===== src/sv/lcpd_pkg.sv =====
// Shared types, codes and the CRC-16 byte update for the packet deframer.
package lcpd_pkg;

  localparam logic [15:0] CRC_INIT = 16'hFFFF;
  localparam logic [15:0] CRC_POLY = 16'hA001;
  localparam logic [15:0] MAX_LENGTH_RESET = 16'd2048;

  // result status codes
  localparam logic [1:0] ST_OK       = 2'd0;
  localparam logic [1:0] ST_CRC_ERR  = 2'd1;
  localparam logic [1:0] ST_SIZE_ERR = 2'd2;

  // classified operations passed from front to back
  localparam logic [2:0] OP_BYTE      = 3'd0;
  localparam logic [2:0] OP_LAST_OK   = 3'd1;
  localparam logic [2:0] OP_LAST_BAD  = 3'd2;
  localparam logic [2:0] OP_EMPTY_OK  = 3'd3;
  localparam logic [2:0] OP_EMPTY_BAD = 3'd4;
  localparam logic [2:0] OP_SIZE_ERR  = 3'd5;

  typedef struct packed {
    logic       action;
    logic [7:0] data_byte;
  } in_t;

  typedef struct packed {
    logic       has_byte;
    logic [7:0] payload_byte;
    logic       end_of_packet;
    logic [1:0] status;
  } out_t;

  typedef struct packed {
    logic [2:0] op;
    logic [7:0] data_byte;
  } q_entry_t;

  // reflected CRC-16, one byte, unrolled over eight bits
  function automatic logic [15:0] crc16_byte(input logic [15:0] crc, input logic [7:0] b);
    logic [15:0] c;
    c = crc ^ {8'h00, b};
    for (int i = 0; i < 8; i++) begin
      c = c[0] ? ((c >> 1) ^ CRC_POLY) : (c >> 1);
    end
    return c;
  endfunction

endpackage


===== src/sv/length_crc_packet_deframer_top.sv =====
// Top level of the length-prefixed CRC-16 packet deframer.
//
// Input side is a queue write port: an item (restart flag plus stream byte)
// is taken on a clock edge with push high and full low. Each frame is a
// 16-bit little-endian length, a 16-bit little-endian CRC, then the payload.
// Result side is a queue read port: the oldest result sits on result while
// empty is low and is taken on an edge with pop high.
// Throughput is one beat per cycle in both directions while full is low and
// pop is high; the CRC update for a whole byte is done in the cycle the byte
// is taken. A taken byte goes into the queue, then into the output register.
// A QUEUE_DEPTH-entry queue plus the output register absorb a stalled
// receiver; full rises once they hold QUEUE_DEPTH + 1 results.
// Header beats and halted data beats produce no result, but for the last
// header beat of a frame that is empty or too long. cfg_wr_en / cfg_wr_data
// write the maximum payload length at once. Reset sets the maximum length
// to 2048, clears framing state, empties the queue and the output register.
module length_crc_packet_deframer_top #(
  parameter int QUEUE_DEPTH = 4
) (
  input  logic            clk,
  input  logic            rst,
  input  logic            cfg_wr_en,
  input  logic [15:0]     cfg_wr_data,
  input  logic            push,
  output logic            full,
  input  lcpd_pkg::in_t   item,
  output logic            empty,
  input  logic            pop,
  output lcpd_pkg::out_t  result
);

  logic               q_push, q_pop, q_full, q_empty;
  lcpd_pkg::q_entry_t q_wr_data, q_rd_data;

  assign full = q_full;

  lcpd_front u_front (
    .clk         (clk),
    .rst         (rst),
    .cfg_wr_en   (cfg_wr_en),
    .cfg_wr_data (cfg_wr_data),
    .push        (push),
    .item        (item),
    .q_full      (q_full),
    .q_push      (q_push),
    .q_data      (q_wr_data)
  );

  lcpd_queue #(
    .DEPTH (QUEUE_DEPTH)
  ) u_queue (
    .clk     (clk),
    .rst     (rst),
    .wr      (q_push),
    .wr_data (q_wr_data),
    .rd      (q_pop),
    .rd_data (q_rd_data),
    .full    (q_full),
    .empty   (q_empty)
  );

  lcpd_back u_back (
    .clk     (clk),
    .rst     (rst),
    .q_data  (q_rd_data),
    .q_empty (q_empty),
    .q_pop   (q_pop),
    .pop     (pop),
    .empty   (empty),
    .result  (result)
  );

endmodule


===== src/sv/lcpd_front.sv =====
// Front end: header parsing, length check, running CRC and beat classification.
module lcpd_front (
  input  logic                clk,
  input  logic                rst,
  input  logic                cfg_wr_en,
  input  logic [15:0]         cfg_wr_data,
  input  logic                push,
  input  lcpd_pkg::in_t       item,
  input  logic                q_full,
  output logic                q_push,
  output lcpd_pkg::q_entry_t  q_data
);

  localparam logic [2:0] PH_LEN_LO  = 3'd0;
  localparam logic [2:0] PH_LEN_HI  = 3'd1;
  localparam logic [2:0] PH_CRC_LO  = 3'd2;
  localparam logic [2:0] PH_CRC_HI  = 3'd3;
  localparam logic [2:0] PH_PAYLOAD = 3'd4;
  localparam logic [2:0] PH_HALT    = 3'd5;

  logic [15:0] max_length;
  logic [2:0]  phase, phase_next;
  logic [15:0] frame_length, frame_length_next;
  logic [15:0] expected_crc, expected_crc_next;
  logic [15:0] running_crc, running_crc_next;
  logic [15:0] bytes_left, bytes_left_next;
  logic        accept;
  logic [7:0]  b;
  logic [15:0] crc_upd;
  logic [15:0] exp_full;

  assign accept   = push && !q_full;
  assign b        = item.data_byte;
  assign crc_upd  = lcpd_pkg::crc16_byte(running_crc, b);
  assign exp_full = {b, expected_crc[7:0]};

  always_comb begin
    phase_next        = phase;
    frame_length_next = frame_length;
    expected_crc_next = expected_crc;
    running_crc_next  = running_crc;
    bytes_left_next   = bytes_left;
    q_push            = 1'b0;
    q_data.op         = lcpd_pkg::OP_BYTE;
    q_data.data_byte  = b;
    if (accept) begin
      if (item.action) begin
        phase_next        = PH_LEN_LO;
        frame_length_next = '0;
        expected_crc_next = '0;
        running_crc_next  = lcpd_pkg::CRC_INIT;
        bytes_left_next   = '0;
      end else begin
        unique case (phase)
          PH_LEN_LO: begin
            frame_length_next = {8'h00, b};
            phase_next        = PH_LEN_HI;
          end
          PH_LEN_HI: begin
            frame_length_next = {b, frame_length[7:0]};
            phase_next        = PH_CRC_LO;
          end
          PH_CRC_LO: begin
            expected_crc_next = {8'h00, b};
            phase_next        = PH_CRC_HI;
          end
          PH_CRC_HI: begin
            expected_crc_next = exp_full;
            running_crc_next  = lcpd_pkg::CRC_INIT;
            if (frame_length > max_length) begin
              phase_next = PH_HALT;
              q_push     = 1'b1;
              q_data.op  = lcpd_pkg::OP_SIZE_ERR;
            end else if (frame_length == 16'd0) begin
              q_push = 1'b1;
              if (exp_full != lcpd_pkg::CRC_INIT) begin
                phase_next = PH_HALT;
                q_data.op  = lcpd_pkg::OP_EMPTY_BAD;
              end else begin
                phase_next = PH_LEN_LO;
                q_data.op  = lcpd_pkg::OP_EMPTY_OK;
              end
            end else begin
              bytes_left_next = frame_length;
              phase_next      = PH_PAYLOAD;
            end
          end
          PH_PAYLOAD: begin
            running_crc_next = crc_upd;
            bytes_left_next  = bytes_left - 16'd1;
            q_push           = 1'b1;
            if (bytes_left == 16'd1) begin
              if (crc_upd != expected_crc) begin
                phase_next = PH_HALT;
                q_data.op  = lcpd_pkg::OP_LAST_BAD;
              end else begin
                phase_next = PH_LEN_LO;
                q_data.op  = lcpd_pkg::OP_LAST_OK;
              end
            end
          end
          default: begin
            // halted: drop data beats
          end
        endcase
      end
    end
  end

  always_ff @(posedge clk) begin
    if (rst) begin
      max_length   <= lcpd_pkg::MAX_LENGTH_RESET;
      phase        <= PH_LEN_LO;
      frame_length <= '0;
      expected_crc <= '0;
      running_crc  <= lcpd_pkg::CRC_INIT;
      bytes_left   <= '0;
    end else begin
      if (cfg_wr_en) begin
        max_length <= cfg_wr_data;
      end
      phase        <= phase_next;
      frame_length <= frame_length_next;
      expected_crc <= expected_crc_next;
      running_crc  <= running_crc_next;
      bytes_left   <= bytes_left_next;
    end
  end

endmodule


===== src/sv/lcpd_queue.sv =====
// Short register queue between the front and back ends.
module lcpd_queue #(
  parameter int DEPTH = 4
) (
  input  logic                clk,
  input  logic                rst,
  input  logic                wr,
  input  lcpd_pkg::q_entry_t  wr_data,
  input  logic                rd,
  output lcpd_pkg::q_entry_t  rd_data,
  output logic                full,
  output logic                empty
);

  localparam int PW = (DEPTH > 1) ? $clog2(DEPTH) : 1;
  localparam int CW = $clog2(DEPTH + 1);
  localparam logic [PW-1:0] LAST_PTR = PW'(DEPTH - 1);
  localparam logic [CW-1:0] DEPTH_C  = CW'(DEPTH);

  lcpd_pkg::q_entry_t entries [DEPTH];
  logic [PW-1:0] wr_ptr, rd_ptr;
  logic [CW-1:0] count;

  assign full    = (count == DEPTH_C);
  assign empty   = (count == '0);
  assign rd_data = entries[rd_ptr];

  always_ff @(posedge clk) begin
    if (wr) begin
      entries[wr_ptr] <= wr_data;
    end
  end

  always_ff @(posedge clk) begin
    if (rst) begin
      wr_ptr <= '0;
      rd_ptr <= '0;
      count  <= '0;
    end else begin
      if (wr) begin
        wr_ptr <= (wr_ptr == LAST_PTR) ? '0 : wr_ptr + 1'b1;
      end
      if (rd) begin
        rd_ptr <= (rd_ptr == LAST_PTR) ? '0 : rd_ptr + 1'b1;
      end
      unique case ({wr, rd})
        2'b10:   count <= count + 1'b1;
        2'b01:   count <= count - 1'b1;
        default: count <= count;
      endcase
    end
  end

  a_no_overflow: assert property (@(posedge clk) disable iff (rst) wr |-> (!full || rd))
    else $error("queue write while full");
  a_no_underflow: assert property (@(posedge clk) disable iff (rst) rd |-> !empty)
    else $error("queue read while empty");
  a_count_range: assert property (@(posedge clk) disable iff (rst) count <= DEPTH_C)
    else $error("queue count out of range");
  a_ptr_track: assert property (@(posedge clk) disable iff (rst)
      (empty || full) |-> (wr_ptr == rd_ptr))
    else $error("queue pointers disagree with count");

endmodule


===== src/sv/lcpd_back.sv =====
// Back end: turns classified beats into result items held in an output register.
module lcpd_back (
  input  logic                clk,
  input  logic                rst,
  input  lcpd_pkg::q_entry_t  q_data,
  input  logic                q_empty,
  output logic                q_pop,
  input  logic                pop,
  output logic                empty,
  output lcpd_pkg::out_t      result
);

  logic           out_valid;
  lcpd_pkg::out_t res_next;

  assign q_pop = !q_empty && (!out_valid || pop);
  assign empty = !out_valid;

  always_comb begin
    res_next.has_byte      = 1'b0;
    res_next.payload_byte  = 8'h00;
    res_next.end_of_packet = 1'b1;
    res_next.status        = lcpd_pkg::ST_OK;
    unique case (q_data.op)
      lcpd_pkg::OP_BYTE: begin
        res_next.has_byte      = 1'b1;
        res_next.payload_byte  = q_data.data_byte;
        res_next.end_of_packet = 1'b0;
      end
      lcpd_pkg::OP_LAST_OK: begin
        res_next.has_byte     = 1'b1;
        res_next.payload_byte = q_data.data_byte;
      end
      lcpd_pkg::OP_LAST_BAD: begin
        res_next.has_byte     = 1'b1;
        res_next.payload_byte = q_data.data_byte;
        res_next.status       = lcpd_pkg::ST_CRC_ERR;
      end
      lcpd_pkg::OP_EMPTY_OK: begin
        res_next.status = lcpd_pkg::ST_OK;
      end
      lcpd_pkg::OP_EMPTY_BAD: begin
        res_next.status = lcpd_pkg::ST_CRC_ERR;
      end
      lcpd_pkg::OP_SIZE_ERR: begin
        res_next.status = lcpd_pkg::ST_SIZE_ERR;
      end
      default: begin
        res_next.status = lcpd_pkg::ST_OK;
      end
    endcase
  end

  always_ff @(posedge clk) begin
    if (rst) begin
      out_valid <= 1'b0;
    end else if (q_pop) begin
      out_valid <= 1'b1;
    end else if (pop) begin
      out_valid <= 1'b0;
    end
  end

  always_ff @(posedge clk) begin
    if (q_pop) begin
      result <= res_next;
    end
  end

endmodule


===== config.mk =====
export PLATFORM = sky130hd
export DESIGN_NAME = length_crc_packet_deframer_top
export DESIGN_NICKNAME = d
export VERILOG_FILES = /design/src/sv/lcpd_pkg.sv /design/src/sv/length_crc_packet_deframer_top.sv /design/src/sv/lcpd_front.sv /design/src/sv/lcpd_queue.sv /design/src/sv/lcpd_back.sv
export SDC_FILE = /design/constraint.sdc
export NUM_CORES = 1
export LEC_CHECK = 0
export CORE_ASPECT_RATIO = 1.1
export CORE_MARGIN = 5
export CORE_UTILIZATION = 45
export DETAILED_ROUTE_END_ITERATION = 6
export DONT_BUFFER_PORTS = 1
export GPL_ROUTABILITY_DRIVEN = 1
export PLACE_DENSITY = 0.61
export SLEW_MARGIN = 20
export SYNTH_ARGS = -nofsm -noshare
export SYNTH_HDL_FRONTEND = slang
export SYNTH_HIERARCHICAL = 1
export SYNTH_SLANG_ARGS = --single-unit

===== constraint.sdc =====
create_clock -name clk -period 3.2 [get_ports clk]
set_input_delay 0.32 -clock clk [delete_from_list [all_inputs] [get_ports clk]]
set_output_delay 0.32 -clock clk [all_outputs]
set_load 0.1 [all_outputs]

-- Yosys cells after proc, flatten, opt, wreduce, memory -nomap -nowiden
Memories as Yosys holds them, arrays and structs flattened. A register that Yosys moved wholly into a read port is not among the register bits.
Cells that the tools add are included.
- bits in latches: 0
- memory bits (writable): 44
- ROM bits: 0
- register bits after elaboration: 103
- memories kept: 1
- output and inout port bits: 14
- $add $sub $neg: 5
- reduce and logical (&&, ||, !) cells: 27
- muxes and demuxes: 50
- bitwise operators: 9
- equality and inequality tests: 21
- $lt $le $gt $ge: 1
- div/mod/pow operators: 0
- shifts and indexed selects: 0
- multipliers: 0
- memory list (memory ; depth ; width ; read ports ; clocked after Yosys merged registers in ; write ports ; RTL line ; source):
    u_queue.entries ; 4 ; 11 ; 1 ; 1 ; 1 ; lcpd_queue.sv:20 ; lcpd_pkg::q_entry_t entries [DEPTH];
- operator list (kind ; number):
    16-bit 2-to-1 mux ; 14
    16-bit one-hot mux with 2 select lines ; 4
    3-bit 2-to-1 mux ; 12
    2-bit NOT with 3-bit output ; 8
    16-bit by 1-bit == test with 1-bit output, second input constant ; 1
    16-bit greater-than comparator ; 1
    16-bit logical NOT ; 1
    16-bit != test ; 1
    16-bit != test, second input constant ; 1
    16-bit by 1-bit subtractor with 16-bit output, second input constant ; 1
    16-bit by 8-bit bitwise XOR with 16-bit output ; 1
    3-bit one-hot mux with 5 select lines ; 1
    3-bit == test, second input constant ; 4
    3-bit one-hot mux with 2 select lines ; 2
    2-bit 2-to-1 mux ; 5
    3-bit by 2-bit == test with 1-bit output, second input constant ; 3
    3-bit logical NOT ; 3
    1-bit 2-to-1 mux ; 9
    9-bit 2-to-1 mux ; 1
    3-bit AND reduction ; 3
    3-bit nonzero test ; 3
    2-bit nonzero test ; 4
    2-bit == test, second input constant ; 3
    3-bit by 1-bit == test with 1-bit output, second input constant ; 2
    17 further kinds ; 25

-- Depth between registers and ports, before layout
- word-level depth: 23
- mapped depth: 16

-- Modules after synthesis
Netlist, hierarchy kept.
- modules (own cells, without submodules) (module ; cells each ; area an instance (um2) ; times used):
    lcpd_front ; 607 ; 4877.2 ; 1
    lcpd_queue ; 105 ; 2037.0 ; 1
    lcpd_back ; 31 ; 494.2 ; 1

-- Least setup slack after synthesis
No wires, ideal clock.
- kind: flip-flop to flip-flop
- start: register u_queue.count[0]
- end: register u_queue.count[2]
- cell stages (with the launch flop): 14
- data arrival time: 3.069 ns
- buffers on the path: 1
- setup slack: 0.062 ns
- cell sequence: dfxtp_1 -> inv_1 -> and3_1 -> nor2b_1 -> clkbuf_1 -> nand2b_1 -> a21oi_1 -> inv_1 -> ha_1 -> inv_1 -> fa_1 -> xor2_1 -> or3_1 -> a21oi_1
- longest elaborated chain between the ends: 6
- RTL lines (element ; RTL line ; source):
    start, declared ; lcpd_queue.sv:22 ; logic [CW-1:0] count;
    start signal, assigned ; lcpd_queue.sv:47 ; 2'b10: count <= count + 1'b1;
    start signal, assigned ; lcpd_queue.sv:48 ; 2'b01: count <= count - 1'b1;
    start signal, assigned ; lcpd_queue.sv:49 ; default: count <= count;
    3-bit == test * ; lcpd_queue.sv:24 ; assign full = (count == DEPTH_C);
    named net full ; length_crc_packet_deframer_top.sv:25 ; output logic full,
    1-bit logical NOT * ; lcpd_front.sv:32 ; assign accept = push && !q_full;
    1-bit logical AND * ; lcpd_front.sv:32 ;
    1-bit 2-to-1 mux * ; lcpd_front.sv:46 ; if (accept) begin
    named net q_push ; length_crc_packet_deframer_top.sv:32 ; logic q_push, q_pop, q_full, q_empty;
    2-bit by 1-bit == test with 1-bit output or 2-bit == test (tied branches) ; lcpd_queue.sv:46 ; unique case ({wr, rd})
    3-bit one-hot mux with 2 select lines or 2-bit nonzero test (tied branches) ; -- ;
The timed path passes the listed nets; every way through them passes the cells marked *.
A chain may end at the register's enable or synchronous reset.

-- Final worst setup path
- start: register u_front.frame_length[14]
- end: register u_queue.count[2]
- longest elaborated chain between the ends: 8
- RTL lines (element ; RTL line ; source):
    start, declared ; lcpd_front.sv:23 ; logic [15:0] frame_length, frame_length_next;
    start signal, assigned ; lcpd_front.sv:123 ; frame_length <= frame_length_next;
    branches (longest 2 deep; another with 16-bit greater-than comparator) ; -- ;
    1-bit 2-to-1 mux * ; lcpd_front.sv:70 ; if (frame_length > max_length) begin
    1-bit one-hot mux with 2 select lines * ; lcpd_front.sv:54 ; unique case (phase)
    1-bit 2-to-1 mux * ; lcpd_front.sv:47 ; if (item.action) begin
    1-bit 2-to-1 mux * ; lcpd_front.sv:46 ;
    named net q_push ; length_crc_packet_deframer_top.sv:32 ;
    2-bit by 1-bit == test with 1-bit output or 2-bit == test (tied branches) ; lcpd_queue.sv:46 ;
    3-bit one-hot mux with 2 select lines or 2-bit nonzero test (tied branches) ; -- ;
Mark *: on every way through the listed nets, which the timed path passes.

==> flow_summary.toml <==
[drt]
routedWlPerCell_um = 17.4
vias = 5431
detail-route-antenna-nets = 0
drc = 0
avgViaCountPerCell = 5.63
first_pass_iters = 5
drtIter0Drc = 349
wirelength_mm = 16.8

[timing]
fmax_ghz = 0.331
finalCriticalPeriod_ps = 3020
tightest_slew_ps = 1020
hold_viol_final = 0
rsz0062_at_grt = "no"
fin_crit_sh_pct = 94.3
final.setup.tns_ps = 0
finClkSkew_ps = 8.72
finalSetupViolCount = 0
worst_slack_ps = 182
max-slew-margin-rel_pct = 31.8
drv_slew = 0

[global_route]
grt_first_pass_wirelength_mm = 27.5
grt_max_degree = 72
globalRouteTotalUtil_pct = 18.1
grt_pass1_vias = 5375
overflow = 0
antenna_found_initial = 0

[logic_synthesis]
synth_cell_types = 63
async_flop_share_pct = 0
synth-edff-count = 56
synth_ff_type = "dfxtp_1"
syn_area_sq_um = 7410
synth.avg_cell_area_sq_um = 9.97
yosysSeqAreaShare_pct = 47.8
syn_inst = 743
synth_warnings = 6
yosysTopAreaCell = "dfxtp_1"
synth_top_area_share_pct = 25.1
ys_top_cells_by_area = "dfxtp_1 (25%), edfxtp_1 (23%), nor2_1 (5.5%), a21oi_1 (4.1%), ha_1 (4.1%)"
ys_seq_elements = 149
synth.most_common_cell = "nor2_1"
synth_nets = 798
synthTopCellsByCount = "nor2_1 (108), dfxtp_1 (93), a21oi_1 (61)"

[finish]
nNetsFinal = 802
syn_to_final_growth_pct = 12.6
finalNonFillerCells = 964
diodes = 0
drive_gt1_share_pct = 11.2
fin_area_sq_um = 8340

[floorplanning]
placementRows = 49
core_area_sq_um = 16200
dieArea_sq_um = 19100
ios = 44
die_w_um = 132
die_y_um = 145
start_util_pct = 45.6

[pwr]
irDropWorstVdd_mv = 0.431
leakagePower_nw = 3.04
power.density_nw_per_um2 = 705

[placed_design]
port-buffer-count = 0
place_ws_ps = 72.2
placed_area_sq_um = 7590
dp_hpwl_mm = 11.5
dpl.cell_count = 922
gp_congestion = 0.878

[critical_path]
reg2reg_slack_ps = 180
critPathRequiredTime_ps = 3560
reg2reg_to = "u_queue/count[2]"
r2r-start = "u_front/frame_length[14]"
end_kind = "flip-flop"
endpoint = "u_queue/count[2]"
critical_path_class = "reg2reg"
startpoint_type = "flip-flop"
crit_arrival_ps = 3380
critPathMaxFanout = 4
rr_worst_depth = 15
crit_start = "u_front/frame_length[14]"

[worst_hold_path]
min_path_type = "in2reg"

[job]
maxCapViolations = 0

[clock_network]
clockBufferDepth = 2
clk-insertion-delay-late_ps = 420
cts_buffers = 17
cts_tree = "done"
clkTransAtPathRegs_ps = 70
clock-root-buffer = "clkbuf_16"
clkSinkCount = 149
htree_levels = 4

[status]
status = "complete, no violations"
[layout make-up]
cell class | count | area (sq um)
fill | 1415 | 7910
multi-input combinational | 520 | 3570
sequential | 149 | 3550
clock buffer | 18 | 439
tap | 204 | 255
timing repair buffer | 28 | 250
clock inverter | 14 | 164
inverter | 31 | 116
[power by group]
part           leakage (nW)  switching [mW]  internal, mW
clock                 0.280           0.825          1.19
combinational          1.50           0.614         0.404
sequential             1.26           0.680          2.17
[layout by cell type, fill, tap and decap left out, types with 3 or more instances in the layout]
cell and n:
o21ai_1 8, xnor3_1 6, nor3b_1 3, nand2_1 41
buf_4 19, clkinvlp_4 5, nor2b_1 6, o21ai_0 22
a21oi_1 59, nand4_1 10, edfxtp_1 56, a21o_1 3
mux2i_1 21, nor4_1 7, dfxtp_1 91, clkbuf_16 17
or3_1 10, a31oi_1 10, inv_1 31, inv_6 4
nand2b_1 14, xnor2_2 3, a211oi_1 3, or4_1 6
nor3_1 41, mux4_2 10, and2_1 15, dlygate4sd3_1 8
xnor2_1 20, nor2_1 108, xor2_1 14, nand3_1 14
ha_1 22
[timing repair]
action	4_1_cts	5_1_grt
buffers inserted	0	1
hold buffers	9	0
endpoints found under the hold margin	105	0
gates resized for setup	0	10
endpoints found under the setup margin	0	2
[worst min-delay path by stage]
stage                          startpoint                 endpoint  slack (ps)  cells past startpoint
after floorplan                       rst         u_back/out_valid         390                      1
after global placement                rst  u_front/expected_crc[3]         400                      1
after detailed placement              rst  u_front/expected_crc[3]         400                      1
after CTS                       cfg_wr_en   u_front/max_length[11]          20                      1
after global routing            cfg_wr_en   u_front/max_length[11]          20                      1
final                     cfg_wr_data[11]   u_front/max_length[11]          40                      2
[through the flow]
| step | hold slack [ps] | power, mW | utilization (%) |
|---|---|---|---|
| finish | 35.9 | 5.88 | 51.3 |
| global route | 24.4 | 6.15 | 51.3 |
| CTS | 20.6 | 5.91 | 51.1 |
| detailed placement | 397 | 3.86 | 46.7 |
| global placement | 396 | 3.84 | 46.7 |
| floorplan | 389 | 3.67 | - |
[critical path: stages, from the launching register on]
cell and delay (ps):
dfxtp_1 420, ha_4 240, a21oi_2 120, nand2_1 60, a21o_1 180, a211o_1 310
nand2_2 120, a21o_1 120, a21oi_1 80, inv_1 90, ha_2 190, inv_1 50
fa_1 370, xor2_1 160, or3_1 300, a21oi_1 140
[logic make-up (layout without fill, tap and decap cells)]
logic type / after synthesis / in the layout / share of synthesized area [%]
buffers and inverters: 74 / 91 / 4.39
XOR/XNOR: 49 / 49 / 8.33
flip-flops: 149 / 149 / 47.8
multiplexers: 33 / 33 / 6.43
AND/OR/NAND/NOR: 289 / 289 / 19.0
AO/OA/AOI/OAI: 124 / 124 / 9.73
adder cells (fa/ha/maj): 25 / 25 / 4.32
[sequential cells by signal, indices dropped and copies added (netlist names), named ones only]
register / cells
u_queue/entries: 44
u_front/phase: 3
u_queue/count: 3
u_front/expected_crc: 16
u_front/bytes_left: 16
u_front/frame_length: 16
u_queue/wr_ptr: 2
u_back/result: 12
u_front/max_length: 16
u_front/running_crc: 16
u_queue/rd_ptr: 2
u_back/out_valid: 1
[layer usage]
layer / vias to the layer above / GRT usage [%] / wire [um]
li1: 2632 / - / -
met1: 2644 / 22.5 / 7320
met2: 126 / 31.1 / 8430
met3: 29 / 3.55 / 622
met4: 0 / 7.88 / 423
met5: - / 0 / 0
(Power assumes the default switching activity.)
